===== config.mk =====
export PLATFORM = sky130hd
export DESIGN_NAME = masked_header_pattern_trigger_unit_flat
export DESIGN_NICKNAME = d
export VERILOG_FILES = /design/src/rtl/core/mhpt_pkg.sv /design/src/rtl/core/mhpt_ifs.sv /design/src/rtl/core/mhpt_cfg_regs.sv /design/src/rtl/core/mhpt_match_core.sv /design/src/rtl/core/masked_header_pattern_trigger_unit.sv /design/src/flat_wrapper.sv
export SDC_FILE = /design/constraint.sdc
export NUM_CORES = 1
export LEC_CHECK = 0
export BUFFER_PORTS_ARGS = -buffer_cell sky130_fd_sc_hd__buf_2
export CORE_MARGIN = 2
export CORE_UTILIZATION = 60
export CTS_BUF_LIST = sky130_fd_sc_hd__clkbuf_8
export DETAILED_ROUTE_END_ITERATION = 7
export GPL_TIMING_DRIVEN = 0
export PLACE_DENSITY_LB_ADDON = 0.3
export SETUP_SLACK_MARGIN = 0.15
export SLEW_MARGIN = 10
export SYNTH_ARGS = -nofsm -noshare
export SYNTH_HDL_FRONTEND = slang
export SYNTH_SLANG_ARGS = --single-unit
export TNS_END_PERCENT = 20

===== constraint.sdc =====
create_clock -name clk_i -period 6.3 [get_ports clk_i]
set_clock_uncertainty 0.05 [all_clocks]
set_input_delay 1.26 -clock clk_i [delete_from_list [all_inputs] [get_ports clk_i]]
set_output_delay 1.26 -clock clk_i [all_outputs]
set_load 0.01 [all_outputs]

===== src/rtl/core/mhpt_pkg.sv =====
// package for the masked header pattern trigger: codes, widths and shared types
package mhpt_pkg;

  // widths fixed by the register map and item fields
  localparam int unsigned LenW      = 5;
  localparam int unsigned TicksW    = 24;
  localparam int unsigned CfgIdxW   = 3;
  localparam int unsigned CfgDataW  = 64;
  localparam int unsigned NumBytes  = 16;
  localparam int unsigned ByteIdxW  = 4;

  // defaults
  localparam int unsigned MaxMatchBytesDefault = 16;
  localparam logic [TicksW-1:0] TimeoutReset = 24'd3000000;
  localparam logic [TicksW-1:0] TicksMax     = 24'hFFFFFF;

  // input operation codes
  typedef enum logic [1:0] {
    OP_HEADER = 2'd0,
    OP_BYTE   = 2'd1,
    OP_DONE   = 2'd2,
    OP_TICK   = 2'd3
  } op_e;

  // result outcome codes
  typedef enum logic [1:0] {
    OUT_MATCHED  = 2'd0,
    OUT_MISMATCH = 2'd1,
    OUT_SHORT    = 2'd2,
    OUT_TIMEOUT  = 2'd3
  } outcome_e;

  // configuration register indexes
  typedef enum logic [CfgIdxW-1:0] {
    CFG_MATCH_LENGTH  = 3'd0,
    CFG_MASK_LOW      = 3'd1,
    CFG_MASK_HIGH     = 3'd2,
    CFG_PATTERN_LOW   = 3'd3,
    CFG_PATTERN_HIGH  = 3'd4,
    CFG_ACTION        = 3'd5,
    CFG_TIMEOUT       = 3'd6
  } cfg_idx_e;

  // configuration seen by the match logic
  typedef struct packed {
    logic [LenW-1:0]              match_length;
    logic [NumBytes-1:0][7:0]     mask;
    logic [NumBytes-1:0][7:0]     pattern;
    logic [1:0]                   action;
    logic [TicksW-1:0]            timeout;
  } cfg_t;

  // one result item
  typedef struct packed {
    logic [1:0] outcome;
    logic       fire;
    logic [1:0] action_code;
  } res_t;

  // match state status for checking
  typedef struct packed {
    logic            active;
    logic [LenW-1:0] pos;
  } status_t;

endpackage


===== src/rtl/core/mhpt_ifs.sv =====
// channel interfaces: input items, result items and configuration writes
interface mhpt_in_if;
  logic       valid;
  logic       ready;
  logic [1:0] op;
  logic [7:0] rx_byte;

  modport source (output valid, output op, output rx_byte, input ready);
  modport sink   (input valid, input op, input rx_byte, output ready);
endinterface

interface mhpt_out_if;
  logic       valid;
  logic       ready;
  logic [1:0] outcome;
  logic       fire;
  logic [1:0] action_code;

  modport source (output valid, output outcome, output fire, output action_code, input ready);
  modport sink   (input valid, input outcome, input fire, input action_code, output ready);
endinterface

interface mhpt_cfg_if;
  logic        valid;
  logic        ready;
  logic [2:0]  index;
  logic [63:0] data;

  modport source (output valid, output index, output data, input ready);
  modport sink   (input valid, input index, input data, output ready);
endinterface


===== src/rtl/core/mhpt_cfg_regs.sv =====
// configuration register file for the pattern trigger
module mhpt_cfg_regs import mhpt_pkg::*; (
  input  logic                clk_i,
  input  logic                rst_ni,
  input  logic                wr_en_i,
  input  logic [CfgIdxW-1:0]  wr_idx_i,
  input  logic [CfgDataW-1:0] wr_data_i,
  output cfg_t                cfg_o
);

  cfg_t cfg_q;

  // register writes, unknown indexes dropped
  always_ff @(posedge clk_i or negedge rst_ni) begin
    if (!rst_ni) begin
      cfg_q.match_length <= '0;
      cfg_q.mask         <= '0;
      cfg_q.pattern      <= '0;
      cfg_q.action       <= '0;
      cfg_q.timeout      <= TimeoutReset;
    end else if (wr_en_i) begin
      case (cfg_idx_e'(wr_idx_i))
        CFG_MATCH_LENGTH: cfg_q.match_length <= wr_data_i[LenW-1:0];
        CFG_MASK_LOW:     cfg_q.mask[7:0]     <= wr_data_i;
        CFG_MASK_HIGH:    cfg_q.mask[15:8]    <= wr_data_i;
        CFG_PATTERN_LOW:  cfg_q.pattern[7:0]  <= wr_data_i;
        CFG_PATTERN_HIGH: cfg_q.pattern[15:8] <= wr_data_i;
        CFG_ACTION:       cfg_q.action       <= wr_data_i[1:0];
        CFG_TIMEOUT:      cfg_q.timeout      <= wr_data_i[TicksW-1:0];
        default: ;
      endcase
    end
  end

  assign cfg_o = cfg_q;

endmodule


===== src/rtl/core/mhpt_match_core.sv =====
// match state and the per-item decision logic
module mhpt_match_core import mhpt_pkg::*; #(
  parameter int unsigned MaxMatchBytes = MaxMatchBytesDefault
) (
  input  logic       clk_i,
  input  logic       rst_ni,
  input  logic       step_i,
  input  logic [1:0] op_i,
  input  logic [7:0] rx_byte_i,
  input  cfg_t       cfg_i,
  output logic       res_valid_o,
  output res_t       res_o,
  output status_t    status_o
);

  localparam logic [LenW-1:0] MaxLen = LenW'(MaxMatchBytes);

  logic              active_q, active_d;
  logic [LenW-1:0]   pos_q, pos_d;
  logic [TicksW-1:0] elapsed_q, elapsed_d;

  logic [LenW-1:0]   len;
  logic [7:0]        mask_byte, pat_byte;
  logic [LenW-1:0]   pos_next;
  logic              mism;
  logic [TicksW-1:0] elapsed_inc;

  // effective length, clamped to the supported maximum
  assign len = (cfg_i.match_length > MaxLen) ? MaxLen : cfg_i.match_length;

  // mask and pattern byte at the current position
  assign mask_byte = cfg_i.mask[pos_q[ByteIdxW-1:0]];
  assign pat_byte  = cfg_i.pattern[pos_q[ByteIdxW-1:0]];

  // byte compare and tick count
  always_comb begin
    mism     = 1'b0;
    pos_next = pos_q;
    if (pos_q < len) begin
      if ((rx_byte_i & mask_byte) != pat_byte) begin
        mism = 1'b1;
      end else begin
        pos_next = pos_q + LenW'(1);
      end
    end
    elapsed_inc = (elapsed_q < TicksMax) ? elapsed_q + TicksW'(1) : elapsed_q;
  end

  // next state and result for the item in flight
  always_comb begin
    active_d    = active_q;
    pos_d       = pos_q;
    elapsed_d   = elapsed_q;
    res_valid_o = 1'b0;
    res_o       = '0;
    if (step_i) begin
      if (op_e'(op_i) == OP_HEADER) begin
        active_d  = 1'b0;
        pos_d     = '0;
        elapsed_d = '0;
        if (len == '0) begin
          res_valid_o       = 1'b1;
          res_o.outcome     = OUT_MATCHED;
          res_o.fire        = 1'b1;
          res_o.action_code = cfg_i.action;
        end else begin
          active_d = 1'b1;
        end
      end else if (active_q) begin
        case (op_e'(op_i))
          OP_BYTE: begin
            if (mism) begin
              active_d      = 1'b0;
              pos_d         = '0;
              elapsed_d     = '0;
              res_valid_o   = 1'b1;
              res_o.outcome = OUT_MISMATCH;
            end else if (pos_next >= len) begin
              active_d          = 1'b0;
              pos_d             = '0;
              elapsed_d         = '0;
              res_valid_o       = 1'b1;
              res_o.outcome     = OUT_MATCHED;
              res_o.fire        = 1'b1;
              res_o.action_code = cfg_i.action;
            end else begin
              pos_d = pos_next;
            end
          end
          OP_DONE: begin
            active_d      = 1'b0;
            pos_d         = '0;
            elapsed_d     = '0;
            res_valid_o   = 1'b1;
            res_o.outcome = OUT_SHORT;
          end
          OP_TICK: begin
            if (elapsed_inc > cfg_i.timeout) begin
              active_d      = 1'b0;
              pos_d         = '0;
              elapsed_d     = '0;
              res_valid_o   = 1'b1;
              res_o.outcome = OUT_TIMEOUT;
            end else begin
              elapsed_d = elapsed_inc;
            end
          end
          default: ;
        endcase
      end
    end
  end

  // match state registers
  always_ff @(posedge clk_i or negedge rst_ni) begin
    if (!rst_ni) begin
      active_q  <= 1'b0;
      pos_q     <= '0;
      elapsed_q <= '0;
    end else begin
      active_q  <= active_d;
      pos_q     <= pos_d;
      elapsed_q <= elapsed_d;
    end
  end

  assign status_o.active = active_q;
  assign status_o.pos    = pos_q;

endmodule


===== src/rtl/core/masked_header_pattern_trigger_unit.sv =====
// top level of the masked header pattern trigger
// The unit takes one item per clock cycle while the input register is not stalled. An accepted
// item lands in an input register and is decided, once the input register advances, against the
// match state by a single masked byte compare or tick compare; a result, if the item causes one,
// is loaded into the result register as the item leaves the input register. The input register only
// stalls while a result waits in the result register and the sink does not take it.
// Configuration writes are taken in every cycle and apply from the next one.
module masked_header_pattern_trigger_unit import mhpt_pkg::*; #(
  parameter int unsigned MaxMatchBytes = MaxMatchBytesDefault
) (
  input  logic         clk_i,
  input  logic         rst_ni,
  mhpt_in_if.sink      in_chan_i,
  mhpt_out_if.source   out_chan_o,
  mhpt_cfg_if.sink     cfg_chan_i
);

  cfg_t       cfg;
  logic       in_valid_q;
  logic [1:0] in_op_q;
  logic [7:0] in_byte_q;
  logic       advance;
  logic       res_valid;
  res_t       res;
  logic       out_valid_q;
  res_t       out_q;
  status_t    status;

  // configuration port
  assign cfg_chan_i.ready = 1'b1;

  mhpt_cfg_regs u_cfg_regs (
    .clk_i     (clk_i),
    .rst_ni    (rst_ni),
    .wr_en_i   (cfg_chan_i.valid),
    .wr_idx_i  (cfg_chan_i.index),
    .wr_data_i (cfg_chan_i.data),
    .cfg_o     (cfg)
  );

  // input register moves on when the result register has room
  assign advance         = in_valid_q && (!out_valid_q || out_chan_o.ready);
  assign in_chan_i.ready = !in_valid_q || advance;

  always_ff @(posedge clk_i or negedge rst_ni) begin
    if (!rst_ni) begin
      in_valid_q <= 1'b0;
    end else if (in_chan_i.ready) begin
      in_valid_q <= in_chan_i.valid;
    end
  end

  always_ff @(posedge clk_i) begin
    if (in_chan_i.ready && in_chan_i.valid) begin
      in_op_q   <= in_chan_i.op;
      in_byte_q <= in_chan_i.rx_byte;
    end
  end

  mhpt_match_core #(
    .MaxMatchBytes (MaxMatchBytes)
  ) u_match_core (
    .clk_i       (clk_i),
    .rst_ni      (rst_ni),
    .step_i      (advance),
    .op_i        (in_op_q),
    .rx_byte_i   (in_byte_q),
    .cfg_i       (cfg),
    .res_valid_o (res_valid),
    .res_o       (res),
    .status_o    (status)
  );

  // result register
  always_ff @(posedge clk_i or negedge rst_ni) begin
    if (!rst_ni) begin
      out_valid_q <= 1'b0;
    end else if (advance) begin
      out_valid_q <= res_valid;
    end else if (out_chan_o.ready) begin
      out_valid_q <= 1'b0;
    end
  end

  always_ff @(posedge clk_i) begin
    if (advance && res_valid) begin
      out_q <= res;
    end
  end

  assign out_chan_o.valid       = out_valid_q;
  assign out_chan_o.outcome     = out_q.outcome;
  assign out_chan_o.fire        = out_q.fire;
  assign out_chan_o.action_code = out_q.action_code;

  // checks
  a_fire_only_on_match: assert property (@(posedge clk_i) disable iff (!rst_ni)
    (out_valid_q && out_q.fire) |-> (out_q.outcome == OUT_MATCHED))
    else $error("fire raised on an outcome other than matched");

  a_code_zero_without_fire: assert property (@(posedge clk_i) disable iff (!rst_ni)
    (out_valid_q && !out_q.fire) |-> (out_q.action_code == 2'd0))
    else $error("action code set without fire");

  a_idle_after_result: assert property (@(posedge clk_i) disable iff (!rst_ni)
    (advance && res_valid) |=> (!status.active && status.pos == '0))
    else $error("match state not cleared after a result");

  a_pos_in_range: assert property (@(posedge clk_i) disable iff (!rst_ni)
    status.pos <= LenW'(MaxMatchBytes))
    else $error("byte position beyond maximum match length");

  a_no_result_overwrite: assert property (@(posedge clk_i) disable iff (!rst_ni)
    (out_valid_q && !out_chan_o.ready) |-> !advance)
    else $error("pending result overwritten");

endmodule

===== src/flat_wrapper.sv =====
// flat-port wrapper written by rule: the top's interface ports become plain ports
module masked_header_pattern_trigger_unit_flat import mhpt_pkg::*;
#(
  parameter int unsigned MaxMatchBytes = MaxMatchBytesDefault
)
  (clk_i, rst_ni, in_chan_i_valid, in_chan_i_op, in_chan_i_rx_byte, in_chan_i_ready, out_chan_o_valid, out_chan_o_outcome, out_chan_o_fire, out_chan_o_action_code, out_chan_o_ready, cfg_chan_i_valid, cfg_chan_i_index, cfg_chan_i_data, cfg_chan_i_ready);
  mhpt_in_if in_chan_i_i ();
  mhpt_out_if out_chan_o_i ();
  mhpt_cfg_if cfg_chan_i_i ();
  input  logic clk_i;
  input  logic rst_ni;
  input wire logic [$bits(in_chan_i_i.valid)-1:0] in_chan_i_valid;
  input wire logic [$bits(in_chan_i_i.op)-1:0] in_chan_i_op;
  input wire logic [$bits(in_chan_i_i.rx_byte)-1:0] in_chan_i_rx_byte;
  output wire logic [$bits(in_chan_i_i.ready)-1:0] in_chan_i_ready;
  output wire logic [$bits(out_chan_o_i.valid)-1:0] out_chan_o_valid;
  output wire logic [$bits(out_chan_o_i.outcome)-1:0] out_chan_o_outcome;
  output wire logic [$bits(out_chan_o_i.fire)-1:0] out_chan_o_fire;
  output wire logic [$bits(out_chan_o_i.action_code)-1:0] out_chan_o_action_code;
  input wire logic [$bits(out_chan_o_i.ready)-1:0] out_chan_o_ready;
  input wire logic [$bits(cfg_chan_i_i.valid)-1:0] cfg_chan_i_valid;
  input wire logic [$bits(cfg_chan_i_i.index)-1:0] cfg_chan_i_index;
  input wire logic [$bits(cfg_chan_i_i.data)-1:0] cfg_chan_i_data;
  output wire logic [$bits(cfg_chan_i_i.ready)-1:0] cfg_chan_i_ready;
  assign in_chan_i_i.valid = in_chan_i_valid;
  assign in_chan_i_i.op = in_chan_i_op;
  assign in_chan_i_i.rx_byte = in_chan_i_rx_byte;
  assign in_chan_i_ready = in_chan_i_i.ready;
  assign out_chan_o_valid = out_chan_o_i.valid;
  assign out_chan_o_outcome = out_chan_o_i.outcome;
  assign out_chan_o_fire = out_chan_o_i.fire;
  assign out_chan_o_action_code = out_chan_o_i.action_code;
  assign out_chan_o_i.ready = out_chan_o_ready;
  assign cfg_chan_i_i.valid = cfg_chan_i_valid;
  assign cfg_chan_i_i.index = cfg_chan_i_index;
  assign cfg_chan_i_i.data = cfg_chan_i_data;
  assign cfg_chan_i_ready = cfg_chan_i_i.ready;
  masked_header_pattern_trigger_unit #(.MaxMatchBytes(MaxMatchBytes)) u_core (.clk_i(clk_i), .rst_ni(rst_ni), .in_chan_i(in_chan_i_i), .out_chan_o(out_chan_o_i), .cfg_chan_i(cfg_chan_i_i));
endmodule

-- Word-level counts from Yosys, hierarchy flattened
Cells that the tools add are included.
- magnitude comparators: 6
- reduce and logical (&&, ||, !) cells: 22
- equal/unequal tests: 12
- $add $sub $neg: 2
- muxes and demuxes: 48
- bitwise gates (word level): 1
- operators with widths (operator ; number):
    $mux 24 ; 6
    $pmux 24 s3 ; 1
    $bmux 8 s4 ; 2
    $mux 5 ; 10
    $add 24x1->24 const B ; 1
    $gt 24x24->1 ; 1
    $lt 24x24->1 const B ; 1
    $mux 1 ; 18
    $mux 8 ; 2
    $pmux 5 s3 ; 1
    $reduce_and 2->1 ; 7
    $mux 3 ; 4
    $eq 3x3->1 const B ; 3
    $and 8x8->8 ; 1
    $ne 8x8->1 ; 1
    $reduce_and 4->1 ; 2
    $eq 3x2->1 const B ; 2
    $pmux 1 s3 ; 2
    $pmux 2 s3 ; 1
    $add 5x1->5 const B ; 1
    $ge 5x5->1 ; 1
    $gt 5x5->1 const B ; 1
    $logic_not 5->1 ; 1
    $lt 4x5->1 const B ; 1
    14 further kinds ; 20
- output and inout bits: 8
- input bits: 82
- bits in registers: 334

-- Logic depth before layout (Yosys ltp)
- depth after elaboration: 14
- mapped depth: 24
- mapped depth without buffers: 19

-- Hierarchy
From an unflattened synthesis, not the netlist that was laid out.
- cell total of the unflattened synthesis: 1194
- area, all modules: 16518.3 µm²
- modules (own cells, without submodules) (module ; seq. area each (µm²) ; area each (µm²) ; cells each ; instances):
    mhpt_cfg_regs ; 7194.4 ; 10767.8 ; 611 ; 1
    mhpt_match_core ; 750.7 ; 5180.0 ; 556 ; 1
    masked_header_pattern_trigger_unit ; 500.5 ; 570.5 ; 27 ; 1

-- Worst setup path after synthesis
Ideal clock, no wire load.
- path type: flip-flop to flip-flop
- from: reg u_core.u_match_core.pos_q[0]
- to: reg u_core.u_match_core.elapsed_q[13]
- period minus slack after synthesis: 5.291 ns
- arrival: 5.117 ns
- required time: 6.125 ns
- buffers on the path: 3
- path slack: 1.009 ns
- cell stages (with the launch flop): 21
- cells stage by stage: dfrtp_1 buf_6 buf_12 mux4_1 a22oi_1 nand2_1 xor2_1 or4_4 nor3_2 xnor2_1 ha_1 nand2b_1 a21o_1 a21o_1 a21o_1 a21oi_1 inv_1 nor3_1 a21o_2 buf_2 mux2_2
- longest elaborated chain between the ends: 10
- RTL lines (element ; RTL line ; source):
    from (decl) ; mhpt_match_core.sv:19 ; logic [LenW-1:0] pos_q, pos_d;
    from (signal assigned) ; mhpt_match_core.sv:122 ; pos_q <= pos_d;
    branches (longest 10 deep; another with $ge 5x5->1) ; - ;
    to (signal assigned) ; mhpt_match_core.sv:123 ; elapsed_q <= elapsed_d;
    to (decl) ; mhpt_match_core.sv:20 ; logic [TicksW-1:0] elapsed_q, elapsed_d;
Several ways; the timed one is not identified. The select of a mux whose other input is x is not followed.
A chain may end at the register's enable or synchronous reset.

-- Worst setup path after layout
- from: reg u_core.u_match_core.pos_q[0]
- to: reg u_core.u_match_core.elapsed_q[4]
Same word-level chain as after synthesis.

==> results.ini <==
[pwr]
power_density_mw_per_mm2=317
peakVddDrop_mv=0.195
p_leak_uw=0.00821
p_total_uw=5900

[timing]
fmax_mhz=169
worstMarginPinSlew_ns=1.01
min_period_ns=5.90
rsz0062_at_grt=false
slew_headroom=0.330
slew_viol_final=0
hold_viol=0
setup_viol=0
period_share=0.937

[cts]
cts_max_path_buffers=3
hold_buffers=0
htree_levels=2
path_clk_slew_ns=0.06
clk_latency_ns=0.60
cts_tree=done
numCtsBuffers=56
numClockSinks=334
clk_root_buffer_cell=clkbuf_8

[grt]
grt_pass1_vias=11600
grt_max_degree=113
grt_pass1_wl_um=65800
grt_use_total=0.303
antenna_found_initial=0
gr-total-overflow=0

[detailed_routing]
wl_met2_um=20100
avgRoutedWirePerCell_um=23.7
dr.max_layer_used=met4
vias_per_cell=6.31
drtIter0Drc=853
finalWirelength_um=42100
via_count=11200
drc_errors=0
wl_met1_um=17700
wl_met3_um=2620
dr.pass1.iters=5
ant_nets=0

[synthesis]
ys_warn_count=0
synth_top_cell_by_area=dfrtp_1
synth_edf_count=15
synth_seq_area_share=0.512
yosysUniqueCellTypes=65
netlist_area_mm2=0.0165
netlist.area_leader.share=0.469
async_reset_ff_frac=0.955
synth_cells=1240
synth_seq_cells=334
syn-num-nets=1361
avgSynthCellArea_um2=13.3
ys.flop_type=dfrtp_1
netlist_top_cells_area=dfrtp_1, mux2_2, mux4_2, ha_1, edfxtp_1

[critical_path]
path_max_fanout=10
cpPeakStageDelay_ns=0.39
crit_arrival_ns=6.32
path_class=reg -> reg
crit_required_ns=6.72
crit_family=buffers and inverters
cpMaxStageDelayCell=dfrtp_1
start_kind=register
path_buf_inv=8
end_kind=register

[cells_and_area]
drive_gt1_frac=0.380
syn2layout_area_growth_pct=12.8
diodes=0
area.sequential_mm2=0.00845
fin_nets=1513
final_cell_area_mm2=0.0186
fill_cells=1872
multiInputGateArea_mm2=0.00759

[flow_run]
cap_violations=0

[floorplan]
die_w_um=170
die_h_um=170
ioPinCount=90
die_area_mm2=0.0288
initial_core_util=0.612
core_mm2=0.0270
fp-row-count=60

[placement]
dpl-instance-area_mm2=0.0174
io_buffers=87
hpwlAfterDp_um=30000
gp_congestion=0.943

[outcome]
status=finished, final reports clean

[worst_hold_path]
worst_hold_path_type=reg -> reg

[cell families (layout without fill, tap and decap cells)]
family	after synthesis	after routing	share of synthesized area
adders and majority gates	39	39	0.0296
muxes	379	379	0.286
other	1	1	0.000227
buffers and inverters	106	301	0.0294
AOI/OAI and AO/OA	125	125	0.0554
and+or+nand+nor	224	224	0.0703
DFF	334	334	0.512
xor gates and xnor gates	32	32	0.0170
[timing repair]
item	in CTS	in global routing
pin swaps	3	0
setup endpoints to repair	30	28
setup buffers	3	1
cloned	0	0
gates resized for setup	8	2
[cell type report]
cell class                 count  share of cell area
buffer                        65              0.0180
sequential                   334               0.454
timing repair buffer          94              0.0289
inverter                      41             0.00828
clock buffer                  68              0.0503
clock inverter                33             0.00929
multi-input combinational    800               0.408
tap                          341              0.0229
[layout by cell type, fill, tap and decap left out, drive strengths merged, types with 32 or more instances in the layout]
cell and count:
nor2 32, mux4 43, inv 67, dfrtp 309
mux2 293, mux2i 43, ha 39, clkbuf 110
nand2 68, buf 117
[path summary, 6_finish.rpt]
check                                                         startpoint                                            end  slack, ns  depth (start not counted)
worst min register to register  u_core.u_cfg_regs.cfg_o[101]$_DFFE_PN0P_       u_core.u_cfg_regs.cfg_o[101]$_DFFE_PN0P_       0.45                          1
worst min-delay path            u_core.u_cfg_regs.cfg_o[101]$_DFFE_PN0P_       u_core.u_cfg_regs.cfg_o[101]$_DFFE_PN0P_       0.45                          1
min in group asynchronous                                         rst_ni  u_core.u_match_core.elapsed_q[12]$_DFFE_PN0P_       0.64                          1
max in group asynchronous                                         rst_ni       u_core.u_cfg_regs.cfg_o[141]$_DFFE_PN0P_       4.10                          3
worst max-delay path            u_core.u_match_core.pos_q[0]$_DFFE_PN0P_   u_core.u_match_core.elapsed_q[4]$_DFFE_PN0P_       0.40                         25
worst max register to register  u_core.u_match_core.pos_q[0]$_DFFE_PN0P_   u_core.u_match_core.elapsed_q[4]$_DFFE_PN0P_       0.40                         25
[synthesized netlist by cell type (all sizes together), types with 23 or more instances]
cell    instances
a22oi          24
buf            23
clkbuf         42
dfrtp         309
ha             39
inv            39
mux2          293
mux2i          43
mux4           43
nand2          68
nor2           32
o21ai          23
xnor2          25
[worst register-to-register path, stage by stage, from the launching register on]
cell,delay (ns)
dfrtp_1,0.39
buf_6,0.19
buf_12,0.18
buf_2,0.32
buf_4,0.32
buf_4,0.28
mux2i_2,0.32
a21oi_1,0.11
nand3_1,0.11
o21ai_0,0.11
xnor2_1,0.22
nand4_1,0.27
nor3_4,0.31
buf_4,0.18
nand2_1,0.05
o21ai_0,0.10
ha_1,0.28
a21o_1,0.16
a21o_1,0.16
a21o_1,0.19
a21oi_2,0.24
inv_1,0.12
nor3_4,0.27
a21o_2,0.20
buf_2,0.28
mux2_2,0.38
[flip-flops by register name (all words and copies together) (netlist names)]
name                           flops
u_core.u_match_core.active_q       1
u_core.in_byte_q                   8
u_core.in_op_q                     2
u_core.out_chan_o.outcome          2
u_core.u_match_core.elapsed_q     24
u_core.out_chan_o.fire             1
u_core.u_match_core.pos_q          5
u_core.u_cfg_regs.cfg_o          287
u_core.out_chan_o.valid            1
u_core.in_valid_q                  1
u_core.out_chan_o.action_code      2
[where the power goes]
group	total [µW]	switching, µW	internal [µW]	leakage [µW]
clock network	1890	872	1020	0.000666
logic	1190	545	640	0.00352
registers	2820	229	2600	0.00402
total	5900	1650	4250	0.00821
[routing by layer]
layer / vias up / global-route usage
met1: 5739 / 0.407
met5: - / 0
met4: 0 / 0.126
met3: 121 / 0.0499
li1: 4874 / -
met2: 466 / 0.496
[through the flow]
stage / utilization / TNS (ns) / hold slack, ns / instances / setup WS, ns
2_1_floorplan: - / 0 / 0.420 / 1240 / 1.01
3_3_place_gp: 0.644 / -634.44 / 0.430 / 1668 / -2.04
3_5_place_dp: 0.647 / -14.78 / 0.437 / 1671 / -0.820
4_1_cts: 0.689 / 0 / 0.450 / 1775 / 0.242
5_1_grt: 0.690 / 0 / 0.464 / 1776 / 0.151
6_report: 0.690 / 0 / 0.449 / 1776 / 0.399
No activity file was read; power rests on OpenSTA's default activity.
